### src/rtl/core/nqpt_pkg.sv
// Shared constants, codes and controller/datapath interface types for the queue pair tracker.
package nqpt_pkg;

    localparam int MAX_DEPTH = 1024;
    localparam int ADDR_W    = $clog2(MAX_DEPTH);
    localparam int DEPTH_W   = $clog2(MAX_DEPTH + 1);

    localparam int CFG_DEPTH_W  = 11;
    localparam int CFG_QID_W    = 16;
    localparam int CFG_STRIDE_W = 4;
    localparam int CFG_DATA_W   = 16;
    localparam int CFG_INDEX_W  = 2;

    localparam int DB_OFFSET_W = 35;
    localparam logic [DB_OFFSET_W-1:0] DB_BASE = 35'h1000;
    localparam logic [15:0] STATUS_BUSY = 16'hFFFF;

    localparam logic [CFG_DEPTH_W-1:0] DEPTH_RESET = CFG_DEPTH_W'(MAX_DEPTH);

    // command codes carried by s_cmd; the unused code behaves as a query
    localparam logic [1:0] CMD_SUBMIT = 2'd0;
    localparam logic [1:0] CMD_CQE    = 2'd1;
    localparam logic [1:0] CMD_QUERY  = 2'd2;

    // configuration register indexes
    localparam logic [CFG_INDEX_W-1:0] CFG_DEPTH  = 2'd0;
    localparam logic [CFG_INDEX_W-1:0] CFG_QID    = 2'd1;
    localparam logic [CFG_INDEX_W-1:0] CFG_STRIDE = 2'd2;

    typedef enum logic [2:0] {
        OUT_SUBMITTED = 3'd0,
        OUT_FULL      = 3'd1,
        OUT_CONSUMED  = 3'd2,
        OUT_STALE     = 3'd3,
        OUT_DONE      = 3'd4,
        OUT_NOT_DONE  = 3'd5
    } outcome_t;

    typedef struct packed {
        logic capture;
        logic clear_en;
        logic mod_start;
        logic mod_sel_tail;
        logic load_cid;
        logic commit;
    } ctrl_cmd_t;

    typedef struct packed {
        logic is_submit;
        logic full;
        logic clear_last;
        logic mod_done;
        logic out_free;
    } dp_status_t;

endpackage

### src/rtl/core/nqpt_ctrl.sv
// Sequencing state machine: clearing pass, item dispatch, remainder steps and commit.
module nqpt_ctrl
    import nqpt_pkg::*;
(
    input  logic       aclk,
    input  logic       aresetn,
    input  logic       s_valid,
    output logic       s_ready,
    input  dp_status_t status,
    output ctrl_cmd_t  cmd
);

    typedef enum logic [2:0] {
        S_CLEAR,
        S_IDLE,
        S_DISPATCH,
        S_CID_START,
        S_CID_WAIT,
        S_TAIL_START,
        S_TAIL_WAIT,
        S_FINISH
    } state_t;

    state_t state_reg, state_next;
    logic   s_ready_reg, s_ready_next;

    always_comb begin
        state_next = state_reg;
        cmd        = '0;
        case (state_reg)
            S_CLEAR: begin
                cmd.clear_en = 1'b1;
                if (status.clear_last) begin
                    state_next = S_IDLE;
                end
            end
            S_IDLE: begin
                cmd.capture = s_valid & s_ready_reg;
                if (cmd.capture) begin
                    state_next = S_DISPATCH;
                end
            end
            S_DISPATCH: begin
                // tracker read is issued here; a full ring needs no id
                if (status.is_submit && !status.full) begin
                    state_next = S_CID_START;
                end else begin
                    state_next = S_FINISH;
                end
            end
            S_CID_START: begin
                cmd.mod_start = 1'b1;
                state_next    = S_CID_WAIT;
            end
            S_CID_WAIT: begin
                cmd.load_cid = status.mod_done;
                if (status.mod_done) begin
                    state_next = S_TAIL_START;
                end
            end
            S_TAIL_START: begin
                cmd.mod_start    = 1'b1;
                cmd.mod_sel_tail = 1'b1;
                state_next       = S_TAIL_WAIT;
            end
            S_TAIL_WAIT: begin
                cmd.mod_sel_tail = 1'b1;
                if (status.mod_done) begin
                    state_next = S_FINISH;
                end
            end
            S_FINISH: begin
                cmd.mod_sel_tail = 1'b1;
                cmd.commit       = status.out_free;
                if (status.out_free) begin
                    state_next = S_IDLE;
                end
            end
            default: begin
                state_next = S_IDLE;
            end
        endcase
        s_ready_next = (state_next == S_IDLE) && !cmd.capture;
    end

    always_ff @(posedge aclk) begin
        if (!aresetn) begin
            state_reg   <= S_CLEAR;
            s_ready_reg <= 1'b0;
        end else begin
            state_reg   <= state_next;
            s_ready_reg <= s_ready_next;
        end
    end

    assign s_ready = s_ready_reg;

endmodule

### config.mk
export PLATFORM = sky130hd
export DESIGN_NAME = nqpt_ctrl
export DESIGN_NICKNAME = d
export VERILOG_FILES = /design/src/rtl/core/nqpt_pkg.sv /design/src/rtl/core/nqpt_ctrl.sv
export SDC_FILE = /design/constraint.sdc
export NUM_CORES = 1
export LEC_CHECK = 0
export ABC_AREA = 1
export BUFFER_PORTS_ARGS = -buffer_cell sky130_fd_sc_hd__clkbuf_2
export CORE_AREA = 3 3 40 42
export DETAILED_ROUTE_END_ITERATION = 10
export DIE_AREA = 0 0 43 45
export HOLD_SLACK_MARGIN = 0.05
export PLACE_DENSITY_LB_ADDON = 0.15
export SYNTH_ARGS = -nofsm -noshare
export SYNTH_HDL_FRONTEND = slang
export SYNTH_SLANG_ARGS = --single-unit
### constraint.sdc
create_clock -name aclk -period 1.2 [get_ports aclk]
set_input_delay 0.24 -clock aclk [delete_from_list [all_inputs] [get_ports aclk]]
set_output_delay 0.24 -clock aclk [all_outputs]
set_load 0.02 [all_outputs]
==> impl_metrics.csv, run 1 <==
group,metric,value,unit
critical_path,cp_num_cells,5,
synth,synth_top_area_cell,"dfxtp_1",
synth,synthCells,47,
timing,period_minus_slack,1.30,ns
route,drtIter0Drc,5,
route,drt-total-wl,854,um
synth,synthesis.area,293,um2
timing,fmax,769,MHz
synth,synth-seq-cells,4,
clock_network,clock_path_buffers,2,
critical_path,startpoint_type,"flip-flop",
floorplanning,io_pins,15,
route,ant_nets,0,
placement,dp.cells,80,
finish,final_cells,87,
synth,async_reset_ff_share,0,%
timing,holdWs,0.218,ns
placement,dpl.hpwl,624,um
critical_path,cpMaxStageDelayCell,"dfxtp_4",
critical_path,critical_path_required,0.96,ns
status,status,"finished, violations left",
synth,synth_warnings,0,
route,drc,0,
critical_path,endpoint,"cmd[4]",
timing,finalHoldViolCount,0,
synth,synth_common_cells,"10 x nand2_1, 8 x nor2_1, 5 x inv_1",
global_route,grt_pass1_vias,373,
finish,nNetsFinal,82,
flow_run,cap_violations,0,
critical_path,critPathArrivalTime,1.06,ns
critical_path,crit_family,"flip-flops",
route,drtPass1Iterations,2,
global_route,grt_max_degree,7,
clock_network,cts_root_buf,"clkbuf_4",
floorplanning,die_area,1940,um2
power,leakage,0.285,nW
critical_path,r2r_slack,0.10,ns
timing,setup_slack,-0.101,ns
finish,layout-area-overhead-vs-synth,97.0,%
min_path,hold_class,"in2reg",
synth,syn_nets,55,
status,violations,"negative setup slack",
clock_network,clk_pin_slew,0.03,ns
global_route,track_usage,9.90,%
synth,yosysSeqAreaShare,27.4,%
global_route,grt-ovfl-total,0,
finish,fin_util,44.9,%
route,drt-vias-per-instance,4.29,
synth,yosys.cell_count.top_type,"nand2_1",
floorplanning,start_util,22.8,%
critical_path,cp-end-kind,"primary output",
global_route,grt_antenna_before_repair,0,
route,num_vias,373,
timing,setup_viol,5,
finish,drive_gt1_share,68.1,%
synth,synth.area.top_cells,"dfxtp_1 27%, nand2_1 13%, nor2_1 10%, nand3_1 6.8%, inv_1 6.4%",
finish,antenna_cells,0,
clock_network,worstSkewPairLatency,0.23,ns
clock_network,cts_tree,"built",
timing,slew_violations,0,
synth,synth_edf_count,0,
critical_path,critPathBufInv,3,
timing,relSlewSlack,86.1,%
timing,fin_skew,0.00389,ns
critical_path,path_cells,"buf_6 -> nor2_4 -> nand2_2 -> inv_2 -> buf_8",
synth,synth_cell_types,18,
critical_path,worst-r2r-cell-count,8,
finish,largest_reg_flops,3,
route,wl_per_cell,9.82,um
clock_network,cts.sinks,4,
global_route,grt_pass1_wl,1.43,mm
timing,tightest_slew,0.208,ns
clock_network,h-tree-depth,1,
timing,grt_setup_unrepaired,"true",
synth,synth.avg_cell_area,6.23,um2
synth,synth_top_area_share,27.4,%
clock_network,numCtsBuffers,3,
critical_path,cp-startpoint,"state_reg[0]",
power,p_per_area,1070,nW/um2
placement,gp_congestion,0.655,
floorplanning,die_h,45,um
power,max-vdd-ir-drop,0.417,mV
critical_path,critPathMaxStageDelay,0.36,ns
timing,fin_crit_sh,108,%
critical_path,r2r-end,"s_ready",
floorplanning,die_x,43,um
floorplanning,row_count,13,
critical_path,cp_max_fo,6,
placement,numPortBuffers,14,
floorplanning,core,1280,um2
critical_path,worstSetupPathType,"reg2out",
synth,synth_flop_cell,"dfxtp_1",
critical_path,r2r-start,"state_reg[0]",
placement,place_ws,0.0155,ns
==> final cells by class <==
type	instances	area, um2
clock buffer	3	22.5
sequential	4	92.6
inverter	8	35.0
tap	15	18.8
timing repair buffer	23	184
multi-input combinational	34	224
fill	137	708
==> worst min-delay path: stages <==
cell	delay [ns]
clkbuf_2	0.09
o21ai_1	0.05
inv_1	0.04
==> cells in the final DEF, fill, tap and decap left out, drive strengths merged <==
master / instances
buf: 13
clkbuf: 13
nand2: 11
nor2: 10
inv: 8
nand3: 5
dfxtp: 4
o21ai: 2
nor4: 1
nor3: 1
nand3b: 1
a31oi: 1
a21oi: 1
and2: 1
==> routing by layer <==
| metal | GRT usage (%) | share of wire, % | vias up | wire (um) |
|---|---|---|---|---|
| met5 | 0 | 0 | - | 0 |
| met4 | 7.23 | 0 | 0 | 0 |
| met3 | 1.59 | 4.9 | 0 | 42 |
| met2 | 17.7 | 51 | 9 | 436 |
| met1 | 10.6 | 44 | 166 | 375 |
| li1 | - | - | 198 | - |
==> report_power, final <==
| group | internal, mW | switching [mW] | total, mW |
|---|---|---|---|
| clock network | 0.112 | 0.0517 | 0.163 |
| registers | 0.153 | 0.0295 | 0.182 |
| logic | 0.139 | 0.133 | 0.272 |
| total | 0.404 | 0.214 | 0.618 |
==> logic make-up (layout without fill, tap and decap cells) <==
kind of cell / count (synthesis) / count (layout) / share of synthesized area [%]
and+or+nand+nor: 30 / 30 / 50.0
buffers and inverters: 9 / 34 / 14.1
AOI/OAI and AO/OA: 4 / 4 / 8.55
DFF: 4 / 4 / 27.4
==> worst min path at each step <==
stage | from | end | slack, ns | cells after the start
3_3_place_gp | aresetn | state_reg[1] | 0.46 | 3
2_1_floorplan | aresetn | state_reg[1] | 0.34 | 2
5_1_grt | aresetn | state_reg[1] | 0.25 | 3
4_1_cts | aresetn | state_reg[1] | 0.21 | 3
6_report | aresetn | state_reg[1] | 0.22 | 3
3_5_place_dp | aresetn | state_reg[1] | 0.45 | 3
==> stage by stage <==
step | TNS [ns] | area, um2 | power (mW)
2_1_floorplan | -0.0746 | 305 | 0.298
3_3_place_gp | 0 | 420 | 0.364
3_5_place_dp | 0 | 420 | 0.364
4_1_cts | -0.522 | 543 | 0.596
5_1_grt | -0.757 | 577 | 0.662
6_report | -0.430 | 577 | 0.618
==> what timing repair did <==
item                       in CTS  in global routing
hold endpoints to repair        0                  0
resized for setup              25                 13
hold buffers                    0                  0
setup endpoints to repair       6                  7
buffers inserted                4                  1
pin swaps                       3                  7
No activity file was read; power rests on OpenSTA's default activity.
==> inputs of run 2 (changes only) <==
==> constraint.sdc (replaced) <==
create_clock -name aclk -period 1.5 [get_ports aclk]
set_input_delay 0.3 -clock aclk [delete_from_list [all_inputs] [get_ports aclk]]
set_output_delay 0.3 -clock aclk [all_outputs]
set_load 0.02 [all_outputs]
==> impl_metrics.csv, run 2 (synthesized netlist as in run 1, its figures left out) <==
group,metric,value,unit
timing,finalHoldViolCount,0,
critical_path,startpoint_type,"flip-flop",
finish,drive_gt1_share,47.7,%
power,max-vdd-ir-drop,0.282,mV
route,maxUsedRoutingLayer,"met3",
timing,setup_viol,0,
global_route,grt_max_degree,10,
route,ant_nets,0,
placement,gp_congestion,0.662,
timing,setup_tns,0,ns
route,dr_wl_met2,311,um
floorplanning,io_pins,15,
route,drc,0,
finish,antenna_cells,0,
finish,layout-area-overhead-vs-synth,43.2,%
floorplanning,die_h,45,um
timing,period_minus_slack,1.41,ns
floorplanning,core,1280,um2
timing,relSlewSlack,87.5,%
route,wl_met3,53,um
floorplanning,die_area,1940,um2
timing,tightest_slew,0.186,ns
finish,final_common_cell,"clkbuf_2",
critical_path,critPathArrivalTime,1.11,ns
critical_path,cp-end-kind,"primary output",
global_route,grt_pass1_wl,1.17,mm
route,met1_length,299,um
route,drt-vias-per-instance,4.18,
critical_path,r2r-start,"state_reg[2]",
min_path,hold_class,"in2reg",
status,status,"completed",
critical_path,cp_max_fo,5,
clock_network,cts_root_buf,"clkbuf_4",
critical_path,worst-r2r-cell-count,5,
clock_network,clock_path_buffers,2,
timing,setup_slack,0.0924,ns
power,p_per_area,947,nW/um2
clock_network,cts.sinks,4,
clock_network,cts_tree,"built",
timing,fin_crit_sh,93.8,%
route,drtIter0Drc,5,
clock_network,h-tree-depth,1,
finish,seqCellArea,85.1,um2
floorplanning,die_x,43,um
flow_run,cap_violations,0,
critical_path,worstSetupPathType,"reg2out",
global_route,grt_pass1_vias,315,
finish,nNetsFinal,75,
timing,slew_violations,0,
placement,place_ws,0.232,ns
finish,multi_input_area,178,um2
global_route,grt_antenna_before_repair,0,
route,drt-total-wl,664,um
power,leakage,0.226,nW
timing,grt_setup_unrepaired,"false",
critical_path,r2r_slack,0.39,ns
floorplanning,start_util,22.8,%
route,drtPass1Iterations,4,
finish,most-common-layout-cells,"14 x clkbuf_2, 10 x nand2_1, 8 x nor2_1, 5 x inv_1, 4 x nand3_1",
route,wl_per_cell,8.30,um
floorplanning,row_count,13,
critical_path,critical_path_required,1.20,ns
global_route,track_usage,8.57,%
min_path,hold_path_end,"state_reg[1]",
clock_network,clk_pin_slew,0.04,ns
clock_network,postCtsSetupBuffers,0,
route,num_vias,334,
clock_network,hold_buffers,0,
critical_path,r2r-end,"state_reg[0]",
finish,largest_reg_flops,3,
placement,numPortBuffers,14,
global_route,grt-ovfl-total,0,
min_path,worstHoldStart,"aresetn",
timing,fmax,710,MHz
clock_network,worstSkewPairLatency,0.23,ns
timing,fin_skew,0.0000659,ns
timing,holdWs,0.276,ns
min_path,min_path_cells,3,
placement,dpl.hpwl,581,um
finish,fillers,158,
clock_network,numCtsBuffers,3,
[run 2: changes by cell type in the layout (fill, tap and decap cells not counted), moves of 3 or more]
cell      delta
nand2_1      +3
nor2_1       +3
clkbuf_2     +6
buf_4        -7
buf_6        -3
[run 2: metal layers]
layer  GRT usage [%]  vias up
li1                -      185
met1            9.13      140
met2            12.9        9
met3            3.98        0
met4            7.23        0
met5               0        -
[run 2: metrics by stage]
stage / cell area (um2) / power [mW] / util, % / std cells
6_report: 419 / 0.397 / 32.6 / 80
5_1_grt: 419 / 0.435 / 32.6 / 80
4_1_cts: 409 / 0.401 / 31.8 / 80
3_5_place_dp: 385 / 0.266 / 30.0 / 77
3_3_place_gp: 385 / 0.269 / 30.0 / 77
2_1_floorplan: 293 / 0.233 / - / 47
[run 2: final cells by class]
class	instances	area share (%)
multi-input combinational	34	42.4
sequential	4	20.3
timing repair buffer	16	20.3
inverter	8	7.16
clock buffer	3	5.37
tap	15	4.48
[run 2: report_power, final]
part           leakage (nW)  switching, mW  total [mW]  internal (mW)
combinational         0.178         0.0757       0.124         0.0481
clock                0.0138         0.0416       0.131         0.0893
sequential           0.0339         0.0200       0.142          0.122
[run 2: how the worst max path moves through the flow]
| stage | from | to |
|---|---|---|
| floorplan | state_reg[2] | cmd[1] |
| global placement | state_reg[0] | cmd[5] |
| detailed placement | state_reg[0] | cmd[5] |
| CTS | state_reg[1] | cmd[3] |
| global route | state_reg[2] | cmd[5] |
| finish | state_reg[2] | cmd[5] |
[run 2: repair_timing]
action | CTS | global route
endpoints found under the hold margin | 0 | 0
setup endpoints to repair | 2 | 3
gates resized for setup | 1 | 3
[run 2: worst max-delay path, cell delays in order (launching register included)]
cell and delay [ns]:
dfxtp_1 0.31, buf_4 0.15, nor3_2 0.22, clkbuf_2 0.20
==> inputs of run 3 (changes only) <==
--- a/config.mk
+++ b/config.mk
@@ -6,7 +6,7 @@
 export NUM_CORES = 1
 export LEC_CHECK = 0
 export ABC_AREA = 1
-export BUFFER_PORTS_ARGS = -buffer_cell sky130_fd_sc_hd__clkbuf_2
+export BUFFER_PORTS_ARGS = -buffer_cell sky130_fd_sc_hd__buf_2
 export CORE_AREA = 3 3 40 42
 export DETAILED_ROUTE_END_ITERATION = 10
 export DIE_AREA = 0 0 43 45
==> impl_metrics.csv, run 3 (synthesized netlist as in run 1, its figures left out) <==
group,metric,value,unit
status,status,"completed",
global_route,grt_max_degree,10,
clock_network,numCtsBuffers,3,
floorplanning,die_h,45,um
timing,slew_violations,0,
timing,fin_skew,0.0000268,ns
flow_run,cap_violations,0,
finish,drive_gt1_share,46.2,%
global_route,grt_pass1_wl,1.14,mm
route,ant_nets,0,
floorplanning,row_count,13,
placement,gp_congestion,0.644,
timing,setup_slack,0.106,ns
route,drt-vias-per-instance,4.28,
timing,finalHoldViolCount,0,
finish,layout-area-overhead-vs-synth,41.0,%
critical_path,critical_path_required,1.20,ns
placement,dpl.hpwl,561,um
critical_path,critPathArrivalTime,1.09,ns
clock_network,hold_buffers,0,
placement,numPortBuffers,14,
floorplanning,die_area,1940,um2
finish,final_common_cell,"buf_2",
clock_network,cts_resized,1,
floorplanning,die_x,43,um
timing,setup_viol,0,
timing,holdWs,0.271,ns
clock_network,worstSkewPairLatency,0.23,ns
clock_network,cts_tree,"built",
placement,place_ws,0.245,ns
clock_network,h-tree-depth,1,
floorplanning,core,1280,um2
floorplanning,start_util,22.8,%
timing,setup_tns,0,ns
global_route,grt-ovfl-total,0,
global_route,grt_pass1_vias,310,
min_path,hold_class,"in2reg",
timing,period_minus_slack,1.39,ns
critical_path,startpoint_type,"flip-flop",
clock_network,clk_pin_slew,0.03,ns
timing,grt_setup_unrepaired,"false",
critical_path,worstSetupPathType,"reg2out",
floorplanning,io_pins,15,
global_route,grt_antenna_before_repair,0,
route,drt-total-wl,665,um
power,leakage,0.228,nW
critical_path,cp-end-kind,"primary output",
clock_network,clock_path_buffers,2,
route,num_vias,342,
finish,nNetsFinal,75,
clock_network,cts.sinks,4,
global_route,track_usage,8.49,%
power,max-vdd-ir-drop,0.308,mV
finish,most-common-layout-cells,"14 x buf_2, 10 x nand2_1, 8 x nor2_1, 5 x inv_1, 4 x nand3_1",
finish,antenna_cells,0,
finish,fin_util,32.1,%
route,drc,0,
route,drtPass1Iterations,2,
critical_path,cp_max_fo,5,
timing,fin_crit_sh,92.9,%
route,wl_per_cell,8.31,um
timing,tightest_slew,0.194,ns
timing,relSlewSlack,87.0,%
timing,fmax,718,MHz
power,total_power,0.393,mW
finish,largest_reg_flops,3,
clock_network,cts_root_buf,"clkbuf_4",
clock_network,postCtsSetupBuffers,0,
route,drtIter0Drc,2,
power,p_per_area,953,nW/um2
run 3: cell types whose count changed in the layout (fill, tap and decap cells not counted), sizes merged:
cell | previous run | this run
clkbuf | 17 | 3
buf | 2 | 16
run 3: metal layers:
metal  track usage, %  wire length (um)
met1             8.43               298
met2             13.2               293
met3             1.99                50
met4             10.8                22
met5                0                 0
run 3: area by class of cell:
class	instances	area, um2
Fill cell	150	872
Multi-Input combinational cell	34	171
Sequential cell	4	85.1
Timing Repair Buffer	16	85.1
Inverter	8	30.0
Clock buffer	3	22.5
Tap cell	15	18.8
run 3: report_power, final:
| part | total [mW] | switching [mW] | internal, mW |
|---|---|---|---|
| Combinational | 0.122 | 0.0742 | 0.0480 |
| Sequential | 0.142 | 0.0190 | 0.123 |
| Clock | 0.130 | 0.0405 | 0.0892 |
| Total | 0.393 | 0.134 | 0.260 |
run 3: critical path: stages (launching register included):
cell and delay, ns:
dfxtp_1 0.31, buf_4 0.15, nor3_2 0.21, buf_2 0.20
run 3: worst paths after layout:
path	cells past startpoint	from	slack [ns]	endpoint
hold / removal	3	aresetn	0.27	state_reg[1]
setup / recovery	3	state_reg[2]	0.11	cmd[5]
setup reg to reg	5	state_reg[2]	0.39	state_reg[0]
hold reg to reg	3	state_reg[1]	0.67	state_reg[2]
run 3: through the flow:
step / area [um2] / std cells
2_1_floorplan: 293 / 47
3_3_place_gp: 385 / 77
3_5_place_dp: 385 / 77
4_1_cts: 409 / 80
5_1_grt: 413 / 80
6_report: 413 / 80
